<file path="src/rtl/drls_ram.sv">
// Generic single-port-write, single-port-read RAM with registered read data.
`timescale 1ns / 1ps
module drls_ram #(
  parameter int WIDTH = 8,
  parameter int DEPTH = 16
) (
  input  logic                     clk,
  input  logic                     we,
  input  logic [$clog2(DEPTH)-1:0] waddr,
  input  logic [WIDTH-1:0]         wdata,
  input  logic [$clog2(DEPTH)-1:0] raddr,
  output logic [WIDTH-1:0]         rdata
);

  logic [WIDTH-1:0] mem [DEPTH];

  always_ff @(posedge clk) begin
    if (we) begin
      mem[waddr] <= wdata;
    end
    rdata <= mem[raddr];
  end

endmodule

</file>
<file path="config.mk">
export PLATFORM = sky130hd
export DESIGN_NAME = drls_ram
export DESIGN_NICKNAME = d
export VERILOG_FILES = /design/src/rtl/drls_ram.sv
export SDC_FILE = /design/constraint.sdc
export NUM_CORES = 1
export LEC_CHECK = 0
export BUFFER_PORTS_ARGS = -buffer_cell sky130_fd_sc_hd__buf_4
export CORE_UTILIZATION = 55
export DETAILED_ROUTE_END_ITERATION = 7
export GPL_TIMING_DRIVEN = 0
export PLACE_DENSITY = 0.76
export SLEW_MARGIN = 20
export SYNTH_ARGS = -nofsm -noshare
export SYNTH_HDL_FRONTEND = slang
export SYNTH_SLANG_ARGS = --single-unit
</file>
<file path="constraint.sdc">
create_clock -name clk -period 4.6 [get_ports clk]
set_input_delay 0.23 -clock clk [delete_from_list [all_inputs] [get_ports clk]]
set_output_delay 0.23 -clock clk [all_outputs]
set_load 0.005 [all_outputs]
</file>
* After elaboration in Yosys (flattened, before gate mapping)
Memories as Yosys holds them, arrays and structs flattened. A register that Yosys moved wholly into a read port is not among the register bits.
Index checks and enable logic that the tools add are counted.
** Operators by class
- Mux-type cells :: 2
** Operator list (count)
- $mux W1 :: 2
** Word-level totals
- Logic and storage cells :: 3
- Input bits :: 18
- Bits in writable memories :: 128
- Memories :: 1
- Register bits :: 0
- Output and inout port bits :: 8
** Memories
- mem :: depth 16, bits a word 8, rd ports 1, clocked after memory_dff 1, wr ports 1, line 15 : logic [WIDTH-1:0] mem [DEPTH];

* Depth between registers and ports, before layout
- Depth after elaboration :: 2
- Gate-level depth with buffers :: 5
- Mapped depth without buffers :: 3

* Worst setup path after synthesis
No wires, ideal clock.
- Kind :: input to register
- From :: input port waddr[2]
- To :: memory mem[0][0] (enable)
- Setup slack :: 2.877 ns
- Data required time :: 4.217 ns
- Cell stages on the path :: 2
- Arrival time :: 1.340 ns
- Library setup time :: 0.383 ns
- Path buffers :: 0
- Cell sequence :: or3b_2 > nor3_1
** RTL lines
- start, declared :: line 9 : input logic [$clog2(DEPTH)-1:0] waddr,
- end, declared :: line 15
Straight into the memory's write port.

* Final worst setup path
- From :: input port waddr[2]
- To :: memory mem[3][6] (enable)
Straight into the memory's write port.

==> flow_summary_export.csv <==
group,metric,value,unit
run_status,status,"complete, no violations",
global_routing,antenna_found_initial,0,
synth,netlist.area_leader.share,0.747,
routing,first_pass_iters,5,
cts,cts_tree,"done",
placed_design,place_hpwl,5820,um
floorplanning,core,8890,um^2
finish,final_nets,290,
pwr,powerDensity,464,nW/um^2
cts,cts_buffer_depth,2,
synth,yosys_warnings,0,
global_routing,grt_pass1_wl,14500,um
global_routing,track_usage,0.220,
global_routing,grt_overflow,0,
floorplanning,row_count,34,
routing,totalWireLength,9680,um
global_routing,grt_pass1_vias,2460,
cts,cts-root-buf,"clkbuf_8",
timing,slew_headroom,0.420,
cts,clk_pin_slew,0.06,ns
timing,drv_slew,0,
floorplanning,ios,26,
synth,yosys.area.top_type,"edfxtp_1",
floorplanning,dieArea,9750,um^2
timing,fmax,0.684,GHz
flow_run,maxCapViolations,0,
placed_design,gp_congestion,0.702,
finish,fill_cells,523,
timing,fin_ws,3.14,ns
timing,min_period,1.46,ns
timing,max_slew.worst_pin.slew,0.866,ns
synth,ys_ff_latch,136,
placed_design,io_buffers,24,
global_routing,grt_max_degree,17,
finish,drive_gt1_frac,0.284,
routing,drt_iter0_drc,270,
setup_path,crit_type,"in2reg",
routing,vias_per_cell,6.18,
cts,cts_max_level,4,
placed_design,dpl_worst_slack,2.67,ns
synth,syn_inst,229,
timing,rsz0062_at_grt,"no",
setup_path,cp_max_fo,8,
synth,syn-cell-area,5150,um^2
finish,ff_latch_area,4000,um^2
pwr,peakVddDrop,0.275,mV
cts,cts.sinks,136,
routing,dr_total_vias,2430,
finish,post-route-util,0.679,
floorplanning,die_width,98.7,um
setup_path,worstSetupStartpointType,"input port",
timing,tns,0,ns
synth,syn_avg_cell_area,22.5,um^2
floorplanning,start_util,0.579,
finish,diodes,0,
timing,clock_skew,0.00520,ns
setup_path,critPathCaptureType,"flop",
synth,yosysSeqAreaShare,0.778,
setup_path,worst-endpoint-required,4.73,ns
routing,wl_per_cell,24.6,um
routing,ant_nets,0,
cts,cts-buffers-inserted,17,
pwr,p_leak,2.03,nW
cts,ctsHoldBuffers,0,
finish,multiInputGateArea,1080,um^2
cts,cts_resized,0,
timing,setup_viol,0,
synth,yosysUniqueCellTypes,19,
hold_path,min_path_type,"in2reg",
floorplanning,fp.dieH,98.7,um
timing,min_period_over_period,0.318,
cts,worstSkewPairLatency,0.50,ns
synth,syn-num-nets,247,
routing,drc,0,
cts,post_cts_buffers,0,
timing,hold_viol,0,
finish,areaGrowthSynthToFinish,17.3,%
setup_path,crit_arrival,1.59,ns
setup_path,rrSetupSlack,3.18,ns
synth,ys_top_cells_by_area,"edfxtp_1 (75%), mux4_2 (7.9%), mux4_1 (7.1%)",
[registers in the layout, summed over array words and instances (netlist names)]
signal  count
rdata       8
mem       128
[cells in the final DEF (no fill, tap or decap)]
master           synthesis  layout
buf_6                    3       3
nand3b_1                 2       2
or3b_2                   1       1
buf_2                    3       3
dfxtp_1                  8       8
clkbuf_1                 0       8
clkinv_2                 0       2
nor2_1                  13      13
mux4_2                  18      18
and2b_1                  1       1
clkbuf_8                 0       4
a22oi_1                 16      16
buf_4                    1      25
nand3_1                  1       1
nand2_1                  9       9
bufinv_16                0       2
clkdlybuf4s25_2          3       3
nand2b_1                 2       2
and2_1                   1       1
nor2b_1                  1       1
nor3_2                   0       4
edfxtp_1               128     128
clkbuf_16                0      16
mux4_1                  14      14
[final cells by class]
| type | instances | share of cell area |
|---|---|---|
| sequential | 136 | 0.663 |
| clock inverter | 4 | 0.0116 |
| clock buffer | 28 | 0.0804 |
| timing repair buffer | 24 | 0.0298 |
| buffer | 10 | 0.0143 |
| tap | 108 | 0.0224 |
| multi-input combinational | 83 | 0.178 |
[worst max-delay path, stage by stage]
cell and delay [ns]:
buf_4 0.12, or3b_2 0.55, nor2_1 0.69
[stage by stage]
| step | cells | hold WS, ns | power, mW | area [um^2] |
|---|---|---|---|---|
| floorplan | 229 | 0.329 | 1.49 | 5150 |
| global placement | 361 | 0.545 | 1.55 | 5460 |
| detailed placement | 361 | 0.563 | 1.56 | 5480 |
| CTS | 393 | 0.0390 | 2.82 | 6030 |
| global route | 393 | 0.0417 | 2.87 | 6040 |
| finish | 393 | 0.0541 | 2.80 | 6040 |
[worst paths after layout]
path                    from         end  cells past startpoint
setup / recovery    waddr[2]   mem[3][6]                      3
hold / removal      wdata[1]  mem[12][1]                      1
setup reg to reg  mem[10][2]    rdata[2]                      3
hold reg to reg   mem[11][3]    rdata[3]                      3
[routing by layer]
layer  global-route usage  wire length [um]  part of all wire  vias up
met4               0.0930                80            0.0083        0
li1                     -                 -                 -     1060
met2                0.333              4780              0.49      116
met1                0.318              4030              0.42     1246
met5                    0                 0                 0        -
met3               0.0461               788             0.081        8
[synth_stat cells]
library cell / number
a22oi_1: 16
and2_1: 1
and2b_1: 1
buf_2: 3
buf_4: 1
buf_6: 3
clkdlybuf4s25_2: 3
dfxtp_1: 8
edfxtp_1: 128
mux4_1: 14
mux4_2: 18
nand2_1: 9
nand2b_1: 2
nand3_1: 1
nand3b_1: 2
nor2_1: 13
nor2b_1: 1
nor3_1: 4
or3b_2: 1
[where the power goes]
part	internal (mW)	switching, mW
Clock	0.814	0.458
Sequential	1.39	0.00717
Combinational	0.0632	0.0744
[kinds of logic (layout without fill, tap and decap cells)]
| logic type | Yosys count | in the layout | share of synthesized area |
|---|---|---|---|
| and+or+nand+nor | 35 | 35 | 0.0318 |
| AOI/OAI and AO/OA | 16 | 16 | 0.0233 |
| DFF | 136 | 136 | 0.778 |
| buffers and inverters | 10 | 66 | 0.0168 |
| muxes | 32 | 32 | 0.150 |
Power figures use the tool's default switching activity.
